--- src/rtl/cvtsp_pkg.sv ---
// Shared types and constants for the triggered sample player.
// Holds command codes, note-window table, lane and memory-control types.
// No dependencies.
package cvtsp_pkg;

  // Voices are fixed by the port layout: one control voltage and one audio word each.
  localparam int NUM_VOICES = 2;
  localparam int LANE_W     = (NUM_VOICES > 1) ? $clog2(NUM_VOICES) : 1;

  localparam int CV_W       = 16;
  localparam int AUDIO_W    = 16;
  localparam int SLOT_W     = 4;
  localparam int LADDR_W    = 16;
  localparam int LSAMPLE_W  = 16;
  localparam int LLEN_W     = 17;
  localparam int CMD_W      = 2;
  localparam int MAX_SLOTS  = 15;

  localparam int IN_TDATA_W  = 88;
  localparam int OUT_TDATA_W = NUM_VOICES * AUDIO_W;

  localparam logic [SLOT_W-1:0] NO_SLOT = 4'd15;

  typedef enum logic [CMD_W-1:0] {
    CMD_TICK      = 2'd0,
    CMD_WR_SAMPLE = 2'd1,
    CMD_WR_LENGTH = 2'd2
  } cmd_t;

  // Note centres near k/12 V in Q4.12, window of +/-82 LSB inclusive.
  localparam logic signed [CV_W-1:0] CV_WINDOW = 16'sd82;
  localparam logic signed [CV_W-1:0] NOTE_CENTRE [MAX_SLOTS] = '{
    16'sd328,  16'sd696,  16'sd1024, 16'sd1352, 16'sd1720,
    16'sd2048, 16'sd2376, 16'sd2744, 16'sd3072, 16'sd3400,
    16'sd3768, 16'sd4096, 16'sd4424, 16'sd4792, 16'sd5120
  };

  // Control of the single sample-memory port for one cycle.
  typedef struct packed {
    logic              we;
    logic              re;
    logic [LANE_W-1:0] lane;
    logic              play;
  } mem_ctl_t;

endpackage

--- src/rtl/cvtsp_match.sv ---
// Note-window matcher of one voice lane: lowest matching slot wins.
// Depends on cvtsp_pkg (note table, widths, NO_SLOT).
module cvtsp_match import cvtsp_pkg::*; #(
  parameter int NUM_SLOTS = 12
) (
  input  logic signed [CV_W-1:0]   cv,
  output logic                     hit,
  output logic        [SLOT_W-1:0] slot
);

  always_comb begin
    hit  = 1'b0;
    slot = NO_SLOT;
    // walk downward so the lowest matching centre is the one left standing
    for (int i = NUM_SLOTS - 1; i >= 0; i--) begin
      if (cv >= NOTE_CENTRE[i] - CV_WINDOW && cv <= NOTE_CENTRE[i] + CV_WINDOW) begin
        hit  = 1'b1;
        slot = SLOT_W'(i);
      end
    end
  end

endmodule

--- config.mk ---
export PLATFORM = sky130hd
export DESIGN_NAME = cvtsp_match
export DESIGN_NICKNAME = d
export VERILOG_FILES = /design/src/rtl/cvtsp_pkg.sv /design/src/rtl/cvtsp_match.sv
export SDC_FILE = /design/constraint.sdc
export NUM_CORES = 1
export LEC_CHECK = 0
export ABC_AREA = 1
export BUFFER_PORTS_ARGS = -buffer_cell sky130_fd_sc_hd__buf_4
export CORE_ASPECT_RATIO = 1.5
export CORE_MARGIN = 2
export CORE_UTILIZATION = 35
export DETAILED_ROUTE_END_ITERATION = 8
export MAX_ROUTING_LAYER = met4
export PLACE_DENSITY = 0.65
export SLEW_MARGIN = 20
export SYNTH_ARGS = -nofsm -noshare
export SYNTH_HDL_FRONTEND = slang
export SYNTH_SLANG_ARGS = --single-unit
--- constraint.sdc ---
create_clock -name vclk -period 1.7
set_clock_uncertainty 0.15 [all_clocks]
set_input_delay 0.34 -clock vclk [all_inputs]
set_output_delay 0.34 -clock vclk [all_outputs]
set_load 0.02 [all_outputs]
==> results.md <==
- Status: complete, but fails checks
- Violated checks: setup timing
- Nets@finish: 300
- Drt pass-1 iters: 4
- Period Utilization, post-route: 1.30
- Synth Warn #: 0
- Num ports: 21
- Leakage: 0.872 nW
- Int Power: 0.169 mW
- Crit path cell chain: buf_6 -> nor2_4 -> nand3_4 -> buf_6 -> nor2_1 -> a21oi_1 -> nand2_1 -> nand3_1 -> nand2_2 -> nor2_4 -> and2_4 -> buf_6
- Sequential Power Share: 0
- CP max-delay cell: nor2_1
- Sequential Area: 0 um2
- Vias/cell: approximately 5.2
- Share of cells above drive strength 1: 0.447
- Initial antenna violation count: 0
- Min-delay src: cv[15]
- Filler Cells Inserted: 277
- Overall power: 0.389 mW
- Critical path launch point type: input port
- Cells after Synth: 224
- Combinational power share: 1.000
- CP Class: input port to output port
- Hold WC Path Type: input port to output port
- Largest family of logic cells by synthesized area: simple AND/OR/NAND/NOR gates
- Largest vdd supply drop: between 0.1 and 0.15 mV
- Overflow after GRT: 0
- Simple-gate portion of the synthesized area: 0.735
- Number of vias in the routed layout: about 1700
- Post-synthesis compound-gate area fraction: 0.106
- Gp weighted congestion: just under 1
- Switch Pwr: 0.219 mW
- Largest fanout on the critical path: 5
- Crit path setup slack, layout: -0.516 ns
- Avg Inst Size Synth: 4.44 um2
- Die Footprint: 3290 um2
- Post-Synth Adder-Cell Area: 0
- Delay of the slowest cell on the worst path: 0.17 ns
- Die Span Y: 69.3 um
- Largest net degree at the start of global routing: 11
- First-pass GRT wire length: roughly 7000 um
- Post-synthesis xor/xnor area fraction: 0
- Count of clock buffers in the final design: 0
- Yosys cell types: 16
- Core ar.: roughly 2700 um2
- Crit path from: cv[14]
- Most frequent cells in the layout: nand2_1 (57), buf_4 (55), nand3_1 (30), inv_1 (24), nor2_1 (20)
- Unrepaired setup endpoints after global routing: yes
- Multiplexer area fraction after synthesis: 0
- Placed wire-length estimate: 3380 um
- Seq cells: 0
- ANT cells: 0
- Tmin final: 2.22 ns
- Slew Limit Fails: 0
- Count of input and output buffers: 21
- Crit path arrival time: 1.73 ns
- Tot GR Track Use: 0.280
- Antenna-violating nets left: 0
- Remaining DRCs: 0
- Place WS: -0.561 ns
- Syn_nets: 240
- CTS Hold Bufs: 0
- Fmax: 451 MHz
- Sw Ratio: 0.564
- Commonest non-fill, non-tap cell in the layout: nand2_1
- # Max-Cap Violations: 0
- Area Overhead vs Synth: 78.2%
- Std cell rows: 23
- Number of DRC markers in iteration 0: 66
- Final Hold Fails: 0
- Clock share of power: 0
- Final setup viols: 5
- Most used cell along the critical path: buf_6
- Starting density of the core: 0.372
- Mapped cell area: 995 um2
- Sequential share of the synthesized area: 0
- Crit path required time: between 1 and 1.5 ns
- Cell area power density: ~220 nW/um2
- Routed len/inst: between 10 and 15 um
- Rel. slew slack: 0.800
- CP endpoint kind: output port
- Routed WL: 4120 um
- Die W: 47.5 um
- Number of global-route vias before repair: 1627
- Worst slew pin tran: approximately 0.30 ns
[power by group through the flow]
stage	sequential, mW	combinational, mW	clock [mW]
2_1_floorplan	0	0.185	0
3_3_place_gp	0	0.327	0
3_5_place_dp	0	0.330	0
4_1_cts	0	0.381	0
5_1_grt	0	0.421	0
6_report	0	0.389	0
[through the flow]
step / cells / TNS, ns / instance area [um2] / hold WS [ns] / util
after floorplan: 224 / -0.856 / 1100 / 0.899 / -
final: 319 / -2.36 / 1770 / 1.27 / 0.662
after global placement: 315 / -2.57 / 1540 / 1.29 / 0.576
after detailed placement: 315 / -2.63 / 1540 / 1.30 / 0.576
after CTS: 319 / -2.33 / 1760 / 1.26 / 0.657
after global routing: 319 / -2.87 / 1770 / 1.30 / 0.662
[critical path: cells and delay by family]
| kind | cells | cell delay [ns] |
|---|---|---|
| simple gates | 8 | 0.89 |
| buf+inv | 3 | 0.37 |
| compound gates | 1 | 0.12 |
[layer usage]
metal	track usage	part of all wire	up-vias
met4	0.148	0.074	0
li1	-	-	833
met2	0.482	0.53	65
met5	-	0	-
met1	0.298	0.35	740
met3	0.0130	0.050	23
[synth_stat cells, drive strengths merged]
library cell	instances	area share
inv	31	0.12
o21ai	6	0.030
nand3	40	0.20
nor2	41	0.18
nor3	3	0.020
nand4	8	0.050
nand2	72	0.27
a21oi	15	0.075
and2	1	0.0063
buf	7	0.043
[cells by family (layout without fill, tap and decap cells)]
| logic type | after synthesis | after routing |
|---|---|---|
| and+or+nand+nor | 165 | 165 |
| buffers and inverters | 38 | 96 |
| AOI/OAI and AO/OA | 21 | 21 |
[path summary, 6_finish.rpt]
kind                  end  slack, ns  depth (start not counted)
setup / recovery  slot[3]      -0.52                         12
hold / removal    slot[1]       1.27                          7
[what timing repair did]
action,CTS,global route
gates cloned,1,0
setup buffers,3,0
pin swaps,26,7
gates resized for setup,55,5
endpoints found under the setup margin,5,5
[layout make-up]
cell class                 instances  area (um2)  share of cell area
timing repair buffer              65         526               0.296
multi-input combinational        186        1080               0.612
tap                               37        46.3              0.0261
inverter                          31         116              0.0656
No activity file was read; power rests on OpenSTA's default activity.
