## src/rtl/cvtsp_pkg.sv

```systemverilog
// Shared types and constants for the triggered sample player.
// Holds command codes, note-window table, lane and memory-control types.
// No dependencies.
package cvtsp_pkg;

  // Voices are fixed by the port layout: one control voltage and one audio word each.
  localparam int NUM_VOICES = 2;
  localparam int LANE_W     = (NUM_VOICES > 1) ? $clog2(NUM_VOICES) : 1;

  localparam int CV_W       = 16;
  localparam int AUDIO_W    = 16;
  localparam int SLOT_W     = 4;
  localparam int LADDR_W    = 16;
  localparam int LSAMPLE_W  = 16;
  localparam int LLEN_W     = 17;
  localparam int CMD_W      = 2;
  localparam int MAX_SLOTS  = 15;

  localparam int IN_TDATA_W  = 88;
  localparam int OUT_TDATA_W = NUM_VOICES * AUDIO_W;

  localparam logic [SLOT_W-1:0] NO_SLOT = 4'd15;

  typedef enum logic [CMD_W-1:0] {
    CMD_TICK      = 2'd0,
    CMD_WR_SAMPLE = 2'd1,
    CMD_WR_LENGTH = 2'd2
  } cmd_t;

  // Note centres near k/12 V in Q4.12, window of +/-82 LSB inclusive.
  localparam logic signed [CV_W-1:0] CV_WINDOW = 16'sd82;
  localparam logic signed [CV_W-1:0] NOTE_CENTRE [MAX_SLOTS] = '{
    16'sd328,  16'sd696,  16'sd1024, 16'sd1352, 16'sd1720,
    16'sd2048, 16'sd2376, 16'sd2744, 16'sd3072, 16'sd3400,
    16'sd3768, 16'sd4096, 16'sd4424, 16'sd4792, 16'sd5120
  };

  // Control of the single sample-memory port for one cycle.
  typedef struct packed {
    logic              we;
    logic              re;
    logic [LANE_W-1:0] lane;
    logic              play;
  } mem_ctl_t;

endpackage

```

## src/rtl/cvtsp_voice.sv

```systemverilog
// Playback state of one voice lane: active slot and read pointer.
// Depends on cvtsp_pkg (widths, NO_SLOT).
module cvtsp_voice import cvtsp_pkg::*; #(
  parameter int SLOT_DEPTH = 65536,
  parameter int ADDR_W     = 20,
  parameter int LEN_W      = 17
) (
  input  logic              clk,
  input  logic              rst_n,
  input  logic              step,
  input  logic              hit,
  input  logic [SLOT_W-1:0] slot,
  input  logic [LEN_W-1:0]  len,
  output logic              play,
  output logic [ADDR_W-1:0] addr
);

  logic [SLOT_W-1:0] active_r, active_nxt;
  logic [LEN_W-1:0]  ptr_r, ptr_nxt;
  logic [LEN_W-1:0]  ptr0;

  always_comb begin
    // restart the pointer on a new slot
    ptr0 = (active_r != slot) ? '0 : ptr_r;
    play = hit && (ptr0 < len);
    addr = play ? ADDR_W'(slot) * ADDR_W'(SLOT_DEPTH) + ADDR_W'(ptr0) : '0;
    if (!hit) begin
      active_nxt = NO_SLOT;
      ptr_nxt    = '0;
    end else begin
      active_nxt = slot;
      ptr_nxt    = play ? ptr0 + LEN_W'(1) : ptr0;
    end
  end

  always_ff @(posedge clk) begin
    if (!rst_n) begin
      active_r <= NO_SLOT;
      ptr_r    <= '0;
    end else if (step) begin
      active_r <= active_nxt;
      ptr_r    <= ptr_nxt;
    end
  end

endmodule

```

## config.mk

```make
export PLATFORM = sky130hd
export DESIGN_NAME = cvtsp_voice
export DESIGN_NICKNAME = d
export VERILOG_FILES = /design/src/rtl/cvtsp_pkg.sv /design/src/rtl/cvtsp_voice.sv
export SDC_FILE = /design/constraint.sdc
export NUM_CORES = 1
export LEC_CHECK = 0
export BUFFER_PORTS_ARGS = -buffer_cell sky130_fd_sc_hd__buf_4
export CORE_MARGIN = 1
export CORE_UTILIZATION = 30
export CTS_CLUSTER_DIAMETER = 100
export CTS_CLUSTER_SIZE = 20
export DETAILED_ROUTE_END_ITERATION = 8
export PLACE_DENSITY = 0.45
export SKIP_CTS_REPAIR_TIMING = 1
export SYNTH_ARGS = -nofsm -noshare
export SYNTH_HDL_FRONTEND = slang
export SYNTH_SLANG_ARGS = --single-unit
export TNS_END_PERCENT = 5
```

## constraint.sdc

```tcl
create_clock -name clk -period 8.1 [get_ports clk]
set_input_delay 0 -clock clk [delete_from_list [all_inputs] [get_ports clk]]
set_output_delay 0 -clock clk [all_outputs]
set_load 0.01 [all_outputs]
```

==> results of run 1 <==
per-layer routing:
| metal | vias up | part of all wire [%] | global-route usage, % | wire (um) |
|---|---|---|---|---|
| met4 | 0 | 0.60 | 3.64 | 42 |
| met5 | - | 0 | 0 | 0 |
| li1 | 1144 | - | - | - |
| met1 | 1076 | 49 | 27.8 | 3430 |
| met2 | 83 | 45 | 30.0 | 3160 |
| met3 | 4 | 5.3 | 1.90 | 369 |
power groups by stage:
| stage | clock network [mW] | logic, mW | registers [mW] |
|---|---|---|---|
| 3_3_place_gp | 0 | 0.0463 | 0.109 |
| 4_1_cts | 0.0737 | 0.0460 | 0.106 |
| 3_5_place_dp | 0 | 0.0459 | 0.109 |
| 5_1_grt | 0.0795 | 0.0506 | 0.107 |
| 2_1_floorplan | 0 | 0.0254 | 0.108 |
| 6_report | 0.0705 | 0.0463 | 0.106 |
per-stage QoR:
step,area (um^2),hold WS (ns),utilization [%]
floorplan,2130,0.135,-
global placement,2540,0.272,37.2
detailed placement,2540,0.271,37.2
finish,2590,0.0117,38.0
CTS,2580,-0.00383,37.8
global route,2590,0.00891,38.0
kinds of logic after synthesis:
group,count (synthesis),share of synthesized area (%)
buffers and inverters,38,7.75
XOR/XNOR,6,2.47
flip-flops,21,19.7
adder cells (fa/ha/maj),20,11.7
AND/OR/NAND/NOR,149,38.9
AO/OA/AOI/OAI,57,19.4
worst register-to-register path, stage by stage, from the launching register on:
cell	delay (ns)
dfxtp_1	0.32
xnor2_1	0.20
and4_1	0.68
nand2_1	0.16
inv_1	0.13
ha_1	0.16
nand4_1	0.21
nor3_1	0.53
a22oi_1	0.22
o21a_4	0.25
nand2_4	0.15
inv_1	0.09
ha_1	0.28
nand3_1	0.06
a21boi_0	0.15
area by class of cell:
class / count / area, um^2 / area share (%)
Clock buffer: 4 / 45.0 / 1.74
Inverter: 25 / 93.8 / 3.62
Multi-Input combinational cell: 232 / 1550 / 59.5
Sequential cell: 21 / 420 / 16.2
Tap cell: 96 / 120 / 4.63
Timing Repair Buffer: 49 / 370 / 14.3
worst min-delay path by stage:
stage	startpoint	end	slack [ns]	depth (start not counted)
after floorplan	slot[1]	active_r[1]	0.14	2
after global placement	rst_n	active_r[1]	0.27	2
after detailed placement	rst_n	active_r[1]	0.27	2
after CTS	rst_n	active_r[1]	-0.004	2
after global routing	slot[1]	active_r[1]	0.009	3
final	slot[1]	active_r[1]	0.01	3
layout by cell type, fill, tap and decap left out, types with 3 or more instances in the layout:
cell type  synthesis  layout
a21oi_1            9       9
a22oi_1            3       3
a31o_2             3       3
and2_1            22      22
and3_1             5       5
and3_2             5       5
and4_1             3       3
buf_4              1      48
clkbuf_8           0       3
dfxtp_1           21      21
ha_1              20      20
inv_1             25      25
nand2_1           32      32
nand3_1           24      24
nand3b_1           5       5
nand4_1           10      10
nor2_1            15      15
nor3_1            10      10
nor4_1             5       5
o211ai_1           5       5
o21ai_0            9       9
o311ai_0           4       4
xnor2_1            5       5
sequential cells by signal, summed over array words and instances (netlist names):
| signal | flops |
|---|---|
| active_r | 4 |
| ptr_r | 17 |
==> metrics, run 1 <==
Synth area leader dfxtp_1; GRT overflow 0; DRT Pass-1 Iters 6; Seq/Total Area, Yosys 19.7%; Tot GR Track Use 18.9%; dpl ws 4.48 ns; Clock power frac 31.6%; Post-synth top cells nand2_1, inv_1, nand3_1, and2_1, dfxtp_1; RSZ-0062 raised after global routing no; Critical Path RT 8.10 ns; top cells by area, synth dfxtp_1, ha_1, and2_1, nand3_1, nand2_1; Root Driver clkbuf_8; # rows 30; clock tree buffer depth 2; FF-to-FF End ptr_r[0]; Logic pwr share 20.8%; Sink Count 21; Worst path slowest cell and4_1; Max VDD drop 49.4 uV; setup TNS 0 ns; Reg clk slew, reported paths 0.08 ns; routability cong. 0.817; Final Setup Violations 0; DRC viols 0; die width 86.3 um; family with the most delay on the worst path simple AND/OR/NAND/NOR gates; internal power component 0.160 mW; Worst setup EP type primary output; Worst Setup Start Kind register; final hold vios 0; clock skew 0.00463 ns; first-pass GRT wire length 10,900 um; Critical Path Max Stage Delay 0.68 ns; RR Startpoint active_r[2]; Mapped Nets 336; Post-Syn Area per Cell 7.32 um^2; Antenna Nets Post-Route 0; EDFF count, synth 0; WP buf/inv 1; Die ar. 0.00744 mm^2; register bit total from synthesis 21; CTS tree done; H-tree levels 1; share of the synthesized area in the top cell type 19.7%; synthesized area 0.00213 mm^2; fin cells 427; R2R depth 14; layout cells sized above 1 21.1%; DR WL/cell 16.4 um; Syn Inst Count 291; Final Power 0.223 mW; P_leak 1.12 nW; core area 0.00683 mm^2; Synth Warn # 0; Main synth FF type dfxtp_1; Arrival @ worst endpoint 3.79 ns; Tcrit/Tclk final 46.8%; Fillers 746; PD cells 86.0 mW/mm^2; Switching Share 28.3%; R2R setup slack 4.45 ns; WS Path Type register to primary output; Post-Place Cells 422; Tmin final 3.79 ns; P_sw 0.0631 mW; Detailed Place HPWL 5380 um; I/O pin count 46; CP Capture Point addr[15]; Via density 5.40; Routed WL 7000 um; initial DRC count 180; CP Max Fanout 20; Max Slew Vio Count 0; worst min path class primary input to register; maxcap violations 0; largest net degree at the start of global routing 26; slew of the pin with the lowest slew margin 0.779 ns; vias in the first global route 2,073; PortBufs 45; initial antenna violation count 0; final setup margin 4.31 ns; vias 2,307; most frequent cell after synthesis nand2_1; CP Depth 11; Seq pwr share 47.7%; Antenna Cells 0; CP Cell Sequence xnor2_1 -> and4_1 -> and2_1 -> ha_1 -> a41oi_1 -> o21ai_0 -> a22oi_1 -> o21ai_0 -> nor3_2 -> and2_1 -> buf_4; Async SR Flop Fraction 0%; outcome finished clean; die span in y 86.3 um; worst-skew pair later-pin latency 0.26 ns; # nets final 377; slew margin rel. 47.8%; Starting Density 31.2%; Max Freq 264 MHz; CP startpoint active_r[2]; Netlist cell types 57; Synth-to-Final Area Change 21.8%; Inserted Clock Buffers 3
(Power assumes the default switching activity.)
==> run 2: changes to the inputs <==
--- a/config.mk
+++ b/config.mk
@@ -5,6 +5,7 @@
 export SDC_FILE = /design/constraint.sdc
 export NUM_CORES = 1
 export LEC_CHECK = 0
+export ABC_AREA = 1
 export BUFFER_PORTS_ARGS = -buffer_cell sky130_fd_sc_hd__buf_4
 export CORE_MARGIN = 1
 export CORE_UTILIZATION = 30
==> constraint.sdc (replaced) <==
create_clock -name clk -period 3.6 [get_ports clk]
set_input_delay 0 -clock clk [delete_from_list [all_inputs] [get_ports clk]]
set_output_delay 0 -clock clk [all_outputs]
set_load 0.01 [all_outputs]
==> metrics, run 2 <==
outcome finished clean; slew of the pin with the lowest slew margin 0.592 ns; R2R setup slack 0.55 ns; Tmin final 3.14 ns; Synth Warn # 0; share of the synthesized area in the top cell type 20.3%; first-pass GRT wire length 9960 um; initial antenna violation count 0; clock skew 0.00543 ns; initial DRC count 88; slew margin rel. 60.3%; Worst setup EP type primary output; Main synth FF type dfxtp_1; DRC viols 0; PD cells 196 mW/mm^2; PortBufs 45; GRT overflow 0; core area 0.00653 mm^2; Max VDD drop 111 uV; Finished Cell Area 0.00257 mm^2; most frequent cells in the layout nand2_1, inv_1, buf_4, nor2_1; synthesized area 0.00208 mm^2; Netlist cell types 27; Synth-to-Final Area Change 24.1%; Final Setup Violations 0; Arrival @ worst endpoint 3.14 ns; Clock power frac 32.5%; Core Util, Final 39.4%; final setup margin 0.458 ns; Post-synth top cells nand2_1, inv_1, nor2_1, a21oi_1, nand3_1; dpl ws 0.500 ns; Top reg by flops ptr_r; vias in the first global route 2,079; WHS Endpoint active_r[1]; dpl cell area 0.00248 mm^2; Hold Crit Depth 3; top cells by area, synth dfxtp_1, nand2_1, ha_1, inv_1, nor2_1; die width 85.2 um; Reg clk slew, reported paths 0.09 ns; Detailed Place HPWL 4860 um; die span in y 85.2 um; Root Driver clkbuf_8; most frequent cell after synthesis nand2_1; Critical Path RT 3.60 ns; DR WL/cell 13.0 um; RSZ-0062 raised after global routing no; Fillers 738; final hold vios 0; RR Startpoint active_r[1]; maxcap violations 0; worst-skew pair later-pin latency 0.27 ns; register area 420 um^2; internal power component 0.355 mW; layout cells sized above 1 20.5%; Final Power 0.506 mW; worst min path class primary input to register; vias 2,199; # nets final 436; largest net degree at the start of global routing 19; Antenna Cells 0; Syn Inst Count 340; Largest regs ptr_r x17, active_r x4; Tcrit/Tclk final 87.3%; DRT Pass-1 Iters 4; I/O pin count 46; Starting Density 31.8%; register bit total from synthesis 21; EDFF count, synth 0; Seq pwr share 46.8%; Max Freq 318 MHz; Synth area leader dfxtp_1; P_leak 1.34 nW; Max Slew Vio Count 0; H-tree levels 1; Die ar. 0.00726 mm^2; Async SR Flop Fraction 0%; CTS tree done; Inserted Clock Buffers 3; Mapped Nets 385; P_sw 0.151 mW; WS Path Type primary input to primary output; routability cong. 0.782; CP Max Fanout 18; Logic pwr share 20.7%; setup TNS 0 ns; Worst Setup Start Kind primary input; area occupied by multi-input gates 0.00135 mm^2; Via density 4.71; HP Start step; most common cell after layout, fill and taps aside nand2_1; Post-Syn Area per Cell 6.11 um^2; Antenna Nets Post-Route 0; Switching Share 29.8%; Tot GR Track Use 17.5%; R2R depth 22; max reg flops 17; FF-to-FF End ptr_r[0]; clock tree buffer depth 2; # rows 29; Sink Count 21; Seq/Total Area, Yosys 20.3%; Routed WL 6070 um
## run 2: cell types whose count changed in the layout (fill, tap and decap cells not counted), sizes merged, moves of 10 or more
cell,previous run,this run
and2,22,0
inv,25,63
nor2,15,49
nand2,33,93
a21oi,10,25
and3,10,0
## run 2: routing by layer
metal / share of wire, % / track usage (%) / vias up
li1: - / - / 1169
met1: 48 / 22.6 / 969
met2: 46 / 31.0 / 59
met3: 5.6 / 2.92 / 2
met4: 0.49 / 2.77 / 0
met5: 0 / 0 / -
## run 2: how the worst max path moves through the flow
stage                     start       end  slack (ns)  depth (start not counted)
floorplan           active_r[1]  ptr_r[0]        1.15                         21
global placement    active_r[1]  ptr_r[0]        0.61                         22
detailed placement  active_r[1]  ptr_r[0]        0.50                         22
CTS                 active_r[1]   addr[0]        0.39                         21
global route            slot[1]   addr[0]        0.14                         22
finish                  slot[1]   addr[0]        0.46                         22
## run 2: cells by family after synthesis
kind of cell | after synthesis | share of synthesized area (%)
AND/OR/NAND/NOR | 186 | 42.4
buffers and inverters | 73 | 14.7
AO/OA/AOI/OAI | 36 | 8.92
flip-flops | 21 | 20.3
adder cells (fa/ha/maj) | 20 | 12.1
XOR/XNOR | 4 | 1.69
## run 2: stage by stage
| stage | instances | hold slack (ns) |
|---|---|---|
| floorplan | 340 | 0.0689 |
| global placement | 458 | 0.227 |
| detailed placement | 458 | 0.220 |
| CTS | 462 | -0.0774 |
| global route | 467 | 0.0167 |
| finish | 467 | 0.0166 |
## run 2: critical path, cell delays in order
cell and delay [ns]:
dlygate4sd3_1 0.53, buf_4 0.15, nand2_1 0.06, nand2_1 0.06, nor2_2 0.19, nand2_2 0.15
inv_2 0.13, nand2_1 0.08, inv_1 0.15, ha_1 0.16, nand2_1 0.07, nor2_1 0.23
nand2_1 0.13, nor2_1 0.10, nand2_1 0.05, nand2_1 0.05, nor2_1 0.05, nand2_2 0.06
buf_4 0.25, inv_2 0.11, ha_1 0.20, buf_4 0.14
## run 2: power groups by stage
stage | clock [mW] | combinational, mW | sequential (mW)
floorplan | 0 | 0.0591 | 0.242
global placement | 0 | 0.101 | 0.242
detailed placement | 0 | 0.102 | 0.242
CTS | 0.173 | 0.102 | 0.237
global route | 0.182 | 0.117 | 0.237
finish | 0.164 | 0.105 | 0.237
## run 2: cell type report
type                            count  share of cell area [%]
Multi-Input combinational cell    246                    52.4
Sequential cell                    21                    16.3
Timing Repair Buffer               54                    16.2
Inverter                           65                    9.48
Tap cell                           77                    3.74
Clock buffer                        3                    1.60
Clock inverter                      1                   0.194
